### src/utf8d_pkg.sv
// utf8d_pkg: shared types and byte-class constants of the utf-8 stream decoder
package utf8d_pkg;

  localparam int unsigned BYTE_W = 8;
  localparam int unsigned CP_W   = 21;
  localparam int unsigned LEN_W  = 3;
  localparam int unsigned REM_W  = 2;

  // byte class masks and match values
  localparam logic [BYTE_W-1:0] MASK_ASCII = 8'h80;
  localparam logic [BYTE_W-1:0] MASK_2B    = 8'hE0;
  localparam logic [BYTE_W-1:0] MASK_3B    = 8'hF0;
  localparam logic [BYTE_W-1:0] MASK_4B    = 8'hF8;
  localparam logic [BYTE_W-1:0] MASK_CONT  = 8'hC0;
  localparam logic [BYTE_W-1:0] MATCH_CONT = 8'h80;
  localparam logic [BYTE_W-1:0] MATCH_2B   = 8'hC0;
  localparam logic [BYTE_W-1:0] MATCH_3B   = 8'hE0;
  localparam logic [BYTE_W-1:0] MATCH_4B   = 8'hF0;

  // sequence lengths
  localparam logic [LEN_W-1:0] LEN_NONE = 3'd0;
  localparam logic [LEN_W-1:0] LEN_1B   = 3'd1;
  localparam logic [LEN_W-1:0] LEN_2B   = 3'd2;
  localparam logic [LEN_W-1:0] LEN_3B   = 3'd3;
  localparam logic [LEN_W-1:0] LEN_4B   = 3'd4;

  typedef struct packed {
    logic             valid;
    logic [CP_W-1:0]  code_point;
    logic [LEN_W-1:0] sequence_length;
  } result_t;

endpackage

### src/utf8d_in_stage.sv
// utf8d_in_stage: input register holding one byte item ahead of the decoder
module utf8d_in_stage (
  input  logic                           clk,
  input  logic                           rst_n,
  input  logic                           in_valid,
  output logic                           in_stall,
  input  logic [utf8d_pkg::BYTE_W-1:0]   in_byte,
  input  logic                           advance,
  output logic                           hold_valid,
  output logic [utf8d_pkg::BYTE_W-1:0]   hold_byte
);

  logic                         valid_r;
  logic                         valid_nxt;
  logic [utf8d_pkg::BYTE_W-1:0] byte_r;
  logic                         take;

  assign in_stall   = valid_r & ~advance;
  assign take       = in_valid & ~in_stall;
  assign valid_nxt  = take | (valid_r & ~advance);
  assign hold_valid = valid_r;
  assign hold_byte  = byte_r;

  always_ff @(posedge clk) begin
    if (!rst_n) begin
      valid_r <= 1'b0;
    end else begin
      valid_r <= valid_nxt;
    end
  end

  always_ff @(posedge clk) begin
    if (take) begin
      byte_r <= in_byte;
    end
  end

  a_stall_only_when_full: assert property (@(posedge clk) disable iff (!rst_n)
    !valid_r |-> !in_stall) else $error("stall raised with empty input register");

  a_full_after_take: assert property (@(posedge clk) disable iff (!rst_n)
    take |=> valid_r) else $error("accepted item not held");

  a_full_holds: assert property (@(posedge clk) disable iff (!rst_n)
    (valid_r && !advance) |=> (valid_r && $stable(byte_r)))
    else $error("held item lost or changed");

endmodule

### src/utf8d_decode.sv
// utf8d_decode: sequence state registers and byte decode logic
module utf8d_decode (
  input  logic                         clk,
  input  logic                         rst_n,
  input  logic                         fire,
  input  logic [utf8d_pkg::BYTE_W-1:0] byte_in,
  output utf8d_pkg::result_t           res
);

  logic [utf8d_pkg::REM_W-1:0] rem_r, rem_nxt;
  logic [utf8d_pkg::LEN_W-1:0] len_r, len_nxt;
  logic [utf8d_pkg::CP_W-1:0]  part_r, part_nxt;
  logic                        is_cont;

  assign is_cont = (byte_in & utf8d_pkg::MASK_CONT) == utf8d_pkg::MATCH_CONT;

  always_comb begin
    rem_nxt  = rem_r;
    len_nxt  = len_r;
    part_nxt = part_r;
    res      = '0;
    if ((rem_r != '0) && is_cont) begin
      part_nxt = {part_r[utf8d_pkg::CP_W-7:0], byte_in[5:0]};
      rem_nxt  = rem_r - 2'd1;
      if (rem_r == 2'd1) begin
        res.valid           = 1'b1;
        res.code_point      = part_nxt;
        res.sequence_length = len_r;
        len_nxt             = utf8d_pkg::LEN_NONE;
      end
    end else begin
      // broken or no open sequence: byte is examined as a lead
      rem_nxt = '0;
      len_nxt = utf8d_pkg::LEN_NONE;
      if ((byte_in & utf8d_pkg::MASK_ASCII) == '0) begin
        res.valid           = 1'b1;
        res.code_point      = {{(utf8d_pkg::CP_W-utf8d_pkg::BYTE_W){1'b0}}, byte_in};
        res.sequence_length = utf8d_pkg::LEN_1B;
      end else if ((byte_in & utf8d_pkg::MASK_2B) == utf8d_pkg::MATCH_2B) begin
        part_nxt = {{(utf8d_pkg::CP_W-5){1'b0}}, byte_in[4:0]};
        rem_nxt  = 2'd1;
        len_nxt  = utf8d_pkg::LEN_2B;
      end else if ((byte_in & utf8d_pkg::MASK_3B) == utf8d_pkg::MATCH_3B) begin
        part_nxt = {{(utf8d_pkg::CP_W-4){1'b0}}, byte_in[3:0]};
        rem_nxt  = 2'd2;
        len_nxt  = utf8d_pkg::LEN_3B;
      end else if ((byte_in & utf8d_pkg::MASK_4B) == utf8d_pkg::MATCH_4B) begin
        part_nxt = {{(utf8d_pkg::CP_W-3){1'b0}}, byte_in[2:0]};
        rem_nxt  = 2'd3;
        len_nxt  = utf8d_pkg::LEN_4B;
      end
    end
  end

  always_ff @(posedge clk) begin
    if (!rst_n) begin
      rem_r <= '0;
      len_r <= utf8d_pkg::LEN_NONE;
    end else if (fire) begin
      rem_r <= rem_nxt;
      len_r <= len_nxt;
    end
  end

  always_ff @(posedge clk) begin
    if (fire) begin
      part_r <= part_nxt;
    end
  end

  a_open_matches_len: assert property (@(posedge clk) disable iff (!rst_n)
    (rem_r == '0) == (len_r == utf8d_pkg::LEN_NONE))
    else $error("remaining count and open length disagree");

  a_rem_below_len: assert property (@(posedge clk) disable iff (!rst_n)
    (rem_r != '0) |-> ({1'b0, rem_r} < len_r))
    else $error("more bytes remaining than sequence length");

  a_res_len_range: assert property (@(posedge clk) disable iff (!rst_n)
    (fire && res.valid) |-> (res.sequence_length != utf8d_pkg::LEN_NONE &&
                             res.sequence_length <= utf8d_pkg::LEN_4B))
    else $error("result with bad sequence length");

endmodule

### src/utf8_stream_decoder_core.sv
// utf8_stream_decoder_core: top level of the byte-serial utf-8 decoder
//
//  channel  direction  handshake            payload
//  in_      input      in_valid / in_stall  in_byte (8)
//  out_     output     out_valid/out_stall  out_code_point (21), out_sequence_length (3)
//
//  one byte item accepted per cycle while in_stall is low; the last byte of a sequence is
//  held in the input register, decoded and loaded into the result register, which drives
//  the outputs; these two registers sit around the combinational decode logic
//  synchronous active-low reset clears the open sequence and both valid flags
//  out_stall backs up into in_stall only when both registers are full
module utf8_stream_decoder_core (
  input  logic                                clk,
  input  logic                                rst_n,
  input  logic                                in_valid,
  output logic                                in_stall,
  input  logic [utf8d_pkg::BYTE_W-1:0]        in_byte,
  output logic                                out_valid,
  input  logic                                out_stall,
  output logic [utf8d_pkg::CP_W-1:0]          out_code_point,
  output logic [utf8d_pkg::LEN_W-1:0]         out_sequence_length
);

  logic                         hold_valid;
  logic [utf8d_pkg::BYTE_W-1:0] hold_byte;
  logic                         advance;
  logic                         fire;
  utf8d_pkg::result_t           res;

  logic                         out_valid_r, out_valid_nxt;
  logic [utf8d_pkg::CP_W-1:0]   cp_r;
  logic [utf8d_pkg::LEN_W-1:0]  len_r;
  logic                         load;

  assign advance = ~out_valid_r | ~out_stall;
  assign fire    = hold_valid & advance;
  assign load    = fire & res.valid;

  utf8d_in_stage u_in (
    .clk        (clk),
    .rst_n      (rst_n),
    .in_valid   (in_valid),
    .in_stall   (in_stall),
    .in_byte    (in_byte),
    .advance    (advance),
    .hold_valid (hold_valid),
    .hold_byte  (hold_byte)
  );

  utf8d_decode u_dec (
    .clk     (clk),
    .rst_n   (rst_n),
    .fire    (fire),
    .byte_in (hold_byte),
    .res     (res)
  );

  always_comb begin
    out_valid_nxt = out_valid_r;
    if (advance) begin
      out_valid_nxt = load;
    end
  end

  always_ff @(posedge clk) begin
    if (!rst_n) begin
      out_valid_r <= 1'b0;
    end else begin
      out_valid_r <= out_valid_nxt;
    end
  end

  always_ff @(posedge clk) begin
    if (load) begin
      cp_r  <= res.code_point;
      len_r <= res.sequence_length;
    end
  end

  assign out_valid           = out_valid_r;
  assign out_code_point      = cp_r;
  assign out_sequence_length = len_r;

  a_no_fire_while_blocked: assert property (@(posedge clk) disable iff (!rst_n)
    (out_valid_r && out_stall) |-> !fire)
    else $error("decode fired while result register blocked");

  a_result_follows_load: assert property (@(posedge clk) disable iff (!rst_n)
    load |=> out_valid_r) else $error("result item lost");

  a_stall_needs_backpressure: assert property (@(posedge clk) disable iff (!rst_n)
    in_stall |-> (out_valid_r && out_stall && hold_valid))
    else $error("input stalled without back-pressure");

endmodule
### config.mk
export PLATFORM = sky130hd
export DESIGN_NAME = utf8_stream_decoder_core
export DESIGN_NICKNAME = d
export VERILOG_FILES = /design/src/utf8d_pkg.sv /design/src/utf8d_in_stage.sv /design/src/utf8d_decode.sv /design/src/utf8_stream_decoder_core.sv
export SDC_FILE = /design/constraint.sdc
export NUM_CORES = 1
export LEC_CHECK = 0
export ABC_AREA = 1
export BUFFER_PORTS_ARGS = -buffer_cell sky130_fd_sc_hd__buf_2
export CELL_PAD_IN_SITES_DETAIL_PLACEMENT = 1
export CELL_PAD_IN_SITES_GLOBAL_PLACEMENT = 2
export CORE_ASPECT_RATIO = 2
export CORE_MARGIN = 8
export CORE_UTILIZATION = 30
export DETAILED_ROUTE_END_ITERATION = 10
export PLACE_DENSITY = 0.74
export SLEW_MARGIN = 15
export SYNTH_ARGS = -nofsm -noshare
export SYNTH_HDL_FRONTEND = slang
export SYNTH_SLANG_ARGS = --single-unit
### constraint.sdc
create_clock -name clk -period 3.4 [get_ports clk]
set_clock_uncertainty 0.1 [all_clocks]
set_input_delay 0.68 -clock clk [delete_from_list [all_inputs] [get_ports clk]]
set_output_delay 0.68 -clock clk [all_outputs]
set_load 0.005 [all_outputs]
==> summary.md, run 1 <==
| Metric | Value |
|---|---|
| Cell Area, Synth | `0.00207 mm²` |
| Critical path required time | `between 3000 and 4000 ps` |
| Pint | `approximately 0.0010 W` |
| # clock sinks | `54` |
| Peak Freq | `between 500 and 600 MHz` |
| First-pass GRT wire length | `6280 µm` |
| WL/cell | `12.3 µm` |
| I/O pins | `38` |
| Cell count after synthesis | `~170` |
| Post-layout util | `0.370` |
| P_leak | `roughly 1.1 nW` |
| CTS H-tree lvls | `2` |
| Cell taking the most area after synthesis | `edfxtp_1` |
| Hold buffer count at CTS | `0` |
| Hold Fails Final Rpt | `0` |
| Via density | `between 4 and 5` |
| Pwr Density | `522 mW/mm²` |
| Finished Layout Cells | `just over 300` |
| Post-DP HPWL | `slightly below 3000 µm` |
| Logic pwr share | `0.058` |
| Sequential power share | `0.579` |
| Hold WC Path Type | `flip-flop to flip-flop` |
| Leading cell type in the layout, fill and taps excluded | `edfxtp_1` |
| Post-CTS Resized | `0` |
| Min Tclk post-route | `approximately 1900 ps` |
| Clock network fraction of total power | `0.363` |
| Clk buf depth | `2` |
| Gr ovfl total | `0` |
| Syn-to-layout area delta | `21.4%` |
| Peak fanout along the critical path | `20` |
| GPL Wtd Cong | `around 0.76` |
| Crit path launch | `u_dec.rem_r[0]$_SDFFE_PN0P_` |
| Design area | `roughly 0.0025 mm²` |
| Total track usage | `0.0810` |
| Slew HR | `0.705` |
| Vert. Die Dim | `approximately 130 µm` |
| Placed instance count | `300` |
| Largest net degree at the start of global routing | `21` |
| Max VDD drop | `~0.23 mV` |
| Synth warn | `0` |
| Unique masters post-synth | `15` |
| Slew Viols, Final | `0` |
| Port bufs | `37` |
| TritonCTS clock tree | `done` |
| Post-route ant nets | `0` |
| Sw Share | `0.202` |
| Outcome | `complete, no violations` |
| CTS buffer count | `5` |
| Initial core utilization | `0.305` |
| Clk pin slew, worst setup/hold paths | `~60 ps` |
| Iter 0 DRT Violations | `about 80` |
| Final nets | `231` |
| Top cells by area, synth | `edfxtp_1 68%, nor2_1 7.6%, dfxtp_1 6.8%` |
| Avg Inst Size Synth | `around 12 µm²` |
| Die Area | `0.00996 mm²` |
| Seq cells post-synth | `54` |
| Top cell type's share of synthesized area | `0.683` |
| Max Cap Viol | `0` |
| Final worst path period share | `0.558` |
| Layout cells sized above 1 | `0.221` |
| Syn_nets | `about 190` |
| DRC Markers | `0` |
| Chip width | `about 75 µm` |
| WP data arrival | `around 1800 ps` |
| CP Class | `flip-flop to flip-flop` |
| Worst-Skew Late Latency | `approximately 280 ps` |
| Final setup margin | `roughly 1500 ps` |
| FILL cells | `800` |
| Final setup violation count | `0` |
| Unrepaired setup endpoints after global routing | `false` |
| DRT Pass-1 Iters | `4` |
| Vias in the first global route | `around 1400` |
| Switching power total | `roughly 0.00026 W` |
| Total Wirelength | `3790 µm` |
| Startpoint types | `flip-flop` |
| Most frequent cells in the layout | `47 x edfxtp_1, 42 x nor2_1, 37 x buf_2` |
| Initial antenna violation count | `0` |
| Core area | `approximately 0.0068 mm²` |
| Share of the yosys chip area belonging to registers | `0.751` |
| CTS root buffer | `clkbuf_16` |
| Core Rows | `43` |
| Setup Buffers After CTS | `0` |
| Vias | `1290` |
| Post-Route Setup TNS | `0 ps` |
| Post-place setup slack | `about 1200 ps` |
| Slew @ Worst Pin | `442 ps` |
| Antenna Cells | `0` |
| Hold path start | `u_in.hold_byte[2]$_DFFE_PP_` |
| CP Capture Type | `flip-flop` |
| Worst reg2reg startpoint | `u_dec.rem_r[0]$_SDFFE_PN0P_` |
| Area after DPL | `roughly 0.0024 mm²` |
[metal layers]
| metal | vias to the layer above | GRT usage | wire length, µm |
|---|---|---|---|
| met5 | - | 0 | 0 |
| met4 | 0 | 0.0363 | 75 |
| met3 | 6 | 0.0271 | 293 |
| met2 | 38 | 0.144 | 1990 |
| met1 | 602 | 0.0793 | 1430 |
| li1 | 644 | - | - |
[state kept, by name, summed over array words and instances, names as in the netlist]
name,count
u_in.hold_valid,1
u_in.hold_byte,8
out_code_point,21
out_sequence_length,3
u_dec.rem_r,2
u_dec.len_r,3
u_dec.part_r,15
out_valid,1
[cell usage after synthesis]
| cell type | count |
|---|---|
| a21boi_0 | 1 |
| a21oi_1 | 8 |
| buf_2 | 3 |
| dfxtp_1 | 7 |
| edfxtp_1 | 47 |
| ha_1 | 2 |
| inv_1 | 33 |
| nand2_1 | 15 |
| nand3_1 | 5 |
| nand3_2 | 1 |
| nand4_1 | 1 |
| nor2_1 | 42 |
| nor2_4 | 1 |
| o21a_1 | 1 |
| o21ai_0 | 6 |
[worst paths after layout]
kind | slack [ps] | cells after the start | endpoint
min | 350 | 0 | u_dec.part_r[2]$_DFFE_PP_
max | 1500 | 6 | out_code_point[18]$_SDFFCE_PN0P_
max reg2reg | 1500 | 6 | out_code_point[18]$_SDFFCE_PN0P_
min reg2reg | 350 | 0 | u_dec.part_r[2]$_DFFE_PP_
[cells by family (layout without fill, tap and decap cells)]
logic type      after synthesis  in the layout  share of synthesized area
fa+ha+maj                     2              2                     0.0121
flops                        54             54                      0.751
simple gates                 65             65                      0.129
buf+inv                      36             80                     0.0672
compound gates               16             16                     0.0412
[metrics by stage]
stage	hold WS [ps]	total power, W
4_1_cts	356	0.00133
6_report	355	0.00131
3_3_place_gp	339	0.000849
5_1_grt	363	0.00135
2_1_floorplan	326	0.000814
3_5_place_dp	341	0.000851
[critical path, cell delays in order, from the launching register on]
cell and delay (ps):
dfxtp_1 370, inv_1 60, ha_1 200, o21ai_0 220
nand3_1 150, inv_1 180, buf_4 310
[layout make-up]
| cell class | instances | area (µm²) | share of cell area |
|---|---|---|---|
| clock buffer | 6 | 129 | 0.0514 |
| clock inverter | 1 | 7.51 | 0.00299 |
| inverter | 33 | 124 | 0.0494 |
| multi-input combinational | 83 | 377 | 0.150 |
| sequential | 54 | 1550 | 0.618 |
| tap | 90 | 113 | 0.0449 |
| timing repair buffer | 40 | 208 | 0.0828 |
[power by group through the flow]
stage | combinational [W] | sequential, W | clock [W]
3_5_place_dp | 0.0000787 | 0.000773 | 0
2_1_floorplan | 0.0000422 | 0.000772 | 0
4_1_cts | 0.0000790 | 0.000758 | 0.000491
3_3_place_gp | 0.0000767 | 0.000772 | 0
5_1_grt | 0.0000880 | 0.000761 | 0.000504
6_report | 0.0000759 | 0.000758 | 0.000475
Power figures use the tool's default switching activity.
==> run 2, diff against run 1 <==
PLACE_DENSITY = 0.77   (was 0.74)
clock period = 1.58 ns   (was 3.4 ns; I/O delays follow)
==> run 2 against run 1 <==
Compared with the run above:
- critical path depth unchanged
- flip-flop and latch count did not move
- sequential power increased by 120%
- register-to-register slack got worse by 1500 ps
- utilization increased by 1.9 points
- worst hold slack lost 260 ps
- cell area is 5.1% higher
- largest cell class unchanged
- clock power rose by 120%
- first-iteration DRC count increased by 20%
- maximum frequency up 21%
- via count grew 2.7%
==> summary.md, run 2 (same netlist as run 1, synthesis figures left out) <==
| Metric | Value |
|---|---|
| CTS buffer count | `5 (unchanged)` |
| Largest net degree at the start of global routing | `23 (+9.5%)` |
| Hold buffer count at CTS | `0 (unchanged)` |
| Core area | `0.00678 mm² (unchanged)` |
| GPL Wtd Cong | `0.787 (+4.0%)` |
| Final setup violation count | `0 (unchanged)` |
| Clk pin slew, worst setup/hold paths | `60 ps (about the same)` |
| Peak fanout along the critical path | `22 (+10%)` |
| # clock sinks | `54 (unchanged)` |
| Max Cap Viol | `0 (unchanged)` |
| Slew Viols, Final | `0 (unchanged)` |
| Startpoint types | `flip-flop` |
| Gr ovfl total | `0 (unchanged)` |
| Die Area | `0.00996 mm² (unchanged)` |
| Post-DP HPWL | `3240 µm (+9.9%)` |
| TritonCTS clock tree | `done` |
| P_leak | `1.08 nW (+2.7%)` |
| Initial antenna violation count | `0 (unchanged)` |
| Tot Pwr | `0.00287 W (+120%)` |
| Hold WC Path Type | `input port to flip-flop` |
| Peak Freq | `640 MHz (+21%)` |
| I/O pins | `38 (unchanged)` |
| Port bufs | `37 (unchanged)` |
| Min Tclk post-route | `1560 ps (-335 ps)` |
| Hold EP | `u_in.hold_byte[0]$_DFFE_PP_` |
| Initial core utilization | `0.305 (unchanged)` |
| Total track usage | `0.0931 (+0.0121)` |
| WP data arrival | `1460 ps (-310 ps)` |
| DRC Markers | `0 (unchanged)` |
| Final setup margin | `16.4 ps (-1490 ps)` |
| Hold depth | `1 (+1)` |
| Vias | `1325 (+2.7%)` |
| Leading cell type in the layout, fill and taps excluded | `edfxtp_1` |
| Total Wirelength | `4260 µm (+12%)` |
| Unrepaired setup endpoints after global routing | `true` |
| Final nets | `237 (+2.6%)` |
| Post-Route Setup TNS | `0 ps (unchanged)` |
| Most frequent cells in the layout | `47 x edfxtp_1, 41 x nor2_1, 37 x buf_2` |
| Pwr Density | `1090 mW/mm² (+110%)` |
| Setup Buffers After CTS | `0 (unchanged)` |
| Outcome | `complete, no violations` |
| RR Endpoint | `out_code_point[2]$_DFFE_PP_` |
| Layout cells sized above 1 | `0.300 (+0.0793)` |
| First-pass GRT wire length | `6920 µm (+10%)` |
| Chip width | `74.7 µm (unchanged)` |
| Iter 0 DRT Violations | `95 (+20%)` |
| Post-place setup slack | `7.13 ps (-1230 ps)` |
| DRT Pass-1 Iters | `2 (-2)` |
| Worst reg2reg startpoint | `u_dec.rem_r[0]$_SDFFE_PN0P_` |
| Post-route ant nets | `0 (unchanged)` |
| Max reg flops | `21 (unchanged)` |
| Design area | `0.00264 mm² (+5.1%)` |
| Hold path start | `in_byte[0]` |
| Core Rows | `43 (unchanged)` |
| Vias in the first global route | `1453 (+4.8%)` |
| Slew HR | `0.773 (+0.0688)` |
| Worst-Skew Late Latency | `290 ps (about the same)` |
| Slew @ Worst Pin | `339 ps (-103 ps)` |
| Area after DPL | `0.00249 mm² (+5.0%)` |
| Antenna Cells | `0 (unchanged)` |
| Critical path required time | `1480 ps (-1790 ps)` |
| R2R Setup Slk | `20 ps (-1490 ps)` |
| CTS root buffer | `clkbuf_16` |
| Hold Fails Final Rpt | `0 (unchanged)` |
| Max VDD drop | `0.477 mV (+100%)` |
| CP Capture Type | `flip-flop` |
| CP Class | `flip-flop to flip-flop` |
| Final worst path period share | `0.990 (+0.431)` |
| Syn-to-layout area delta | `27.6%` |
| FF-to-FF path depth | `6 (unchanged)` |
| Clk buf depth | `2 (unchanged)` |
| Via density | `4.23 (+0.74%)` |
| Vert. Die Dim | `133 µm (unchanged)` |
| WL/cell | `13.6 µm (+10%)` |
| CTS H-tree lvls | `2 (unchanged)` |
[run 2: cell types whose count changed in the layout (fill, tap and decap cells not counted), moves of 2 or more]
cell	delta
buf_12	+2
buf_4	+4
inv_1	-4
inv_2	+3
nand3_1	-3
nand3_4	+2
[run 2: report_power, final]
group,internal (W),switching [W],total [W]
Clock,0.000579,0.000453,0.00103
Combinational,0.0000819,0.000127,0.000209
Sequential,0.00161,0.0000222,0.00163
[run 2: worst max-delay path by stage]
stage / startpoint / endpoint / slack, ps / cells past startpoint
after floorplan: u_dec.rem_r[1]$_SDFFE_PN0P_ / out_code_point[0]$_DFFE_PP_ / -20 / 6
after global placement: u_in.hold_byte[6]$_DFFE_PP_ / u_dec.part_r[13]$_SDFFCE_PN0P_ / 50 / 5
after detailed placement: u_in.hold_byte[6]$_DFFE_PP_ / u_dec.part_r[14]$_SDFFCE_PN0P_ / 7 / 5
after CTS: u_dec.rem_r[0]$_SDFFE_PN0P_ / out_code_point[1]$_DFFE_PP_ / -1 / 6
after global routing: u_dec.rem_r[1]$_SDFFE_PN0P_ / out_code_point[2]$_DFFE_PP_ / -50 / 7
final: u_dec.rem_r[0]$_SDFFE_PN0P_ / out_code_point[2]$_DFFE_PP_ / 20 / 6
[run 2: critical path, cell delays in order (launching register included)]
cell and delay [ps]:
dfxtp_2 350, inv_1 50, ha_2 180, o21ai_2 200, nand3_4 110, clkinvlp_4 110, buf_12 170
[run 2: stage by stage]
stage | utilization | hold WS, ps | cells
floorplan | - | 315 | 173
global placement | 0.367 | 340 | 306
detailed placement | 0.367 | 347 | 306
CTS | 0.389 | 92.4 | 313
global route | 0.389 | 89.9 | 313
finish | 0.389 | 98.6 | 313
[run 2: what timing repair did]
action                                  CTS  global route
endpoints found under the hold margin     0             0
endpoints found under the setup margin   19            40
gates resized for setup                   2             2
gates cloned                              0             0
[run 2: layout make-up]
| class | count | area (µm²) |
|---|---|---|
| multi-input combinational | 83 | 430 |
| sequential | 54 | 1550 |
| tap | 90 | 113 |
| inverter | 33 | 128 |
| clock buffer | 6 | 129 |
| fill | 777 | 4140 |
| clock inverter | 1 | 7.51 |
| timing repair buffer | 46 | 278 |
[run 2: routing by layer]
layer / up-vias / global-route usage / routed length [µm]
met4: 0 / 0.0527 / 117
met2: 38 / 0.166 / 2330
met5: - / 0 / 0
li1: 660 / - / -
met3: 9 / 0.0271 / 244
met1: 618 / 0.0885 / 1570
==> run 3, diff against run 2 <==
CORE_UTILIZATION = 32   (was 30)
PLACE_DENSITY = 0.81   (was 0.77)
==> run 3 against run 2 <==
Compared with the run above:
- the flow now finishes with violations (setup timing)
- register-to-register slack worse by 40 ps
- global-route usage grew 1.0 points
- final cell count grew 1.3%
- first-iteration DRC count decreased by 16%
- clock power grew 6%
- critical path depth fell by 1
- sequential share of layout area is 2.3 points lower
- critical path type unchanged
- largest cell class unchanged
- highest routed layer unchanged
==> summary.md, run 3 (same netlist as run 1, synthesis figures left out) <==
| Metric | Value |
|---|---|
| Die Area | `0.00944 mm² (-5.2%)` |
| Peak Freq | `623 MHz (-2.7%)` |
| Bufs and invs on worst path | `2 (-1)` |
| Unrepaired setup endpoints after global routing | `true` |
| Vias in the first global route | `1480 (+1.9%)` |
| Most used cell, CP | `nand3_4` |
| Critical path's top delay family | `flip-flops` |
| Critical path required time | `1540 ps (+60 ps)` |
| Port bufs | `37 (unchanged)` |
| Routed length on met2 | `2850 µm (+22%)` |
| Highest metal used | `met4` |
| Max Cap Viol | `0 (unchanged)` |
| Core area | `0.00626 mm² (-7.7%)` |
| Post-route ant nets | `0 (unchanged)` |
| Final setup violation count | `24 (+24)` |
| Iter 0 DRT Violations | `80 (-16%)` |
| Tot Pwr | `0.00297 W (+3.3%)` |
| WP data arrival | `1570 ps (+110 ps)` |
| CP Capture Type | `flip-flop` |
| Startpoint types | `flip-flop` |
| Slew @ Worst Pin | `345 ps (+5.27 ps)` |
| Pint | `0.00231 W (+1.6%)` |
| Final setup margin | `-26.4 ps (-42.7 ps)` |
| Post-DP HPWL | `3350 µm (+3.3%)` |
| Post-layout util | `0.438 (+0.0494)` |
| Clock network fraction of total power | `0.367 (+0.008)` |
| Slew Viols, Final | `0 (unchanged)` |
| Largest net degree at the start of global routing | `24 (+4.3%)` |
| Total track usage | `0.103 (+0.0102)` |
| Antenna Cells | `0 (unchanged)` |
| Worst-Skew Late Latency | `290 ps (about the same)` |
| Chip width | `72.8 µm (-2.5%)` |
| WL/cell | `14.6 µm (+7.4%)` |
| Min Tclk post-route | `1610 ps (+42.7 ps)` |
| Hold Fails Final Rpt | `0 (unchanged)` |
| Sequential power share | `0.550 (-0.018)` |
| First-pass GRT wire length | `7270 µm (+5.1%)` |
| Via density | `4.36 (+3.1%)` |
| Max VDD drop | `0.650 mV (+36%)` |
| # clock sinks | `54 (unchanged)` |
| Crit path max-delay cell type | `edfxtp_1` |
| Max reg flops | `21 (unchanged)` |
| Pwr Density | `1080 mW/mm² (-0.71%)` |
| CTS H-tree lvls | `2 (unchanged)` |
| Vias | `1383 (+4.4%)` |
| Failing checks | `setup timing` |
| CTS buffer count | `5 (unchanged)` |
| DRC Markers | `0 (unchanged)` |
| Slew HR | `0.770 (-0.00352)` |
| CP peak stage delay | `460 ps (+110 ps)` |
| Leading cell type in the layout, fill and taps excluded | `edfxtp_1` |
| Vert. Die Dim | `130 µm (-2.8%)` |
| Area after DPL | `0.00248 mm² (-0.20%)` |
| Hold buffer count at CTS | `0 (unchanged)` |
| Hold WC Path Type | `input port to flip-flop` |
| Initial antenna violation count | `0 (unchanged)` |
| Gr ovfl total | `0 (unchanged)` |
| Logic pwr share | `0.083 (+0.010)` |
| I/O pins | `38 (unchanged)` |
| Total Wirelength | `4630 µm (+8.7%)` |
| Initial core utilization | `0.330 (+0.0254)` |
| Syn-to-layout area delta | `32.7%` |
| Final worst path period share | `1.02 (+0.0270)` |
| Design area | `0.00274 mm² (+4.0%)` |
| Switching power total | `0.000662 W (+9.9%)` |
| Final nets | `244 (+3.0%)` |
| CP Class | `flip-flop to flip-flop` |
| CP cell instances | `nor2_4 -> nand3_4 -> nand3_4 -> clkinvlp_4 -> clkbuf_16` |
| Peak fanout along the critical path | `6 (-73%)` |
| Most frequent cells in the layout | `47 x edfxtp_1, 41 x nor2_1, 37 x buf_2` |
| Clk pin slew, worst setup/hold paths | `70 ps (about the same)` |
| Layout cells sized above 1 | `0.346 (+0.0459)` |
| DRT Pass-1 Iters | `4 (+2)` |
| Outcome | `complete, but fails checks` |
| P_leak | `1.13 nW (+4.3%)` |
| FILL cells | `713 (-8.2%)` |
| Met3 WL | `175 µm (-28%)` |
| CTS root buffer | `clkbuf_16` |
| Sw Share | `0.223 (+0.0133)` |
| Clk buf depth | `2 (unchanged)` |
| GPL Wtd Cong | `0.783 (-0.60%)` |
| Metal-1 WL | `1460 µm (-7.2%)` |
| TritonCTS clock tree | `done` |
| Core Rows | `41 (-4.7%)` |
==> run 3: path summary, 6_finish.rpt <==
kind,startpoint,cells after the start,end,slack (ps)
worst min-delay path,in_byte[5],1,u_in.hold_byte[5]$_DFFE_PP_,100
worst max register to register,u_in.hold_byte[6]$_DFFE_PP_,5,out_code_point[15]$_SDFFCE_PN0P_,-30
worst min register to register,u_in.hold_byte[1]$_DFFE_PP_,0,u_dec.part_r[1]$_DFFE_PP_,360
worst max-delay path,u_in.hold_byte[6]$_DFFE_PP_,5,out_code_point[15]$_SDFFCE_PN0P_,-30
==> run 3: per-layer routing <==
metal,GRT usage,up-vias
li1,-,673
met5,0,-
met1,0.0856,675
met4,0.0689,0
met2,0.201,27
met3,0.0255,8
==> run 3: area by class of cell <==
type                    instances  area, µm²  area share
flip-flops and latches         54       1550       0.566
multi-input cells              83        453       0.165
repair buffers                 53        352       0.128
inverters                      33        130      0.0474
clock buffers                   5        125      0.0456
well taps                      86        108      0.0392
clock inverters                 3       23.8     0.00866
==> run 3: stage by stage <==
step | std cells | hold WS (ps) | TNS, ps | setup slack, ps
5_1_grt | 317 | 83.3 | -2800 | -91.6
2_1_floorplan | 173 | 315 | -555 | -23.1
3_5_place_dp | 302 | 353 | 0 | 7.44
4_1_cts | 310 | 85.4 | 0 | 2.52
3_3_place_gp | 302 | 344 | 0 | 31.8
6_report | 317 | 95.2 | -385 | -26.4
==> run 3: timing repair <==
item / 4_1_cts / 5_1_grt
gates cloned: 0 / 2
resized for setup: 1 / 10
buffers inserted: 0 / 5
pin swaps: 1 / 0
endpoints found under the setup margin: 12 / 55
==> run 3: power groups by stage <==
stage / Clock, W / Sequential (W) / Combinational, W
finish: 0.00109 / 0.00163 / 0.000245
floorplan: 0 / 0.00166 / 0.000107
detailed placement: 0 / 0.00166 / 0.000213
global route: 0.00117 / 0.00164 / 0.000272
CTS: 0.00112 / 0.00163 / 0.000216
global placement: 0 / 0.00166 / 0.000206
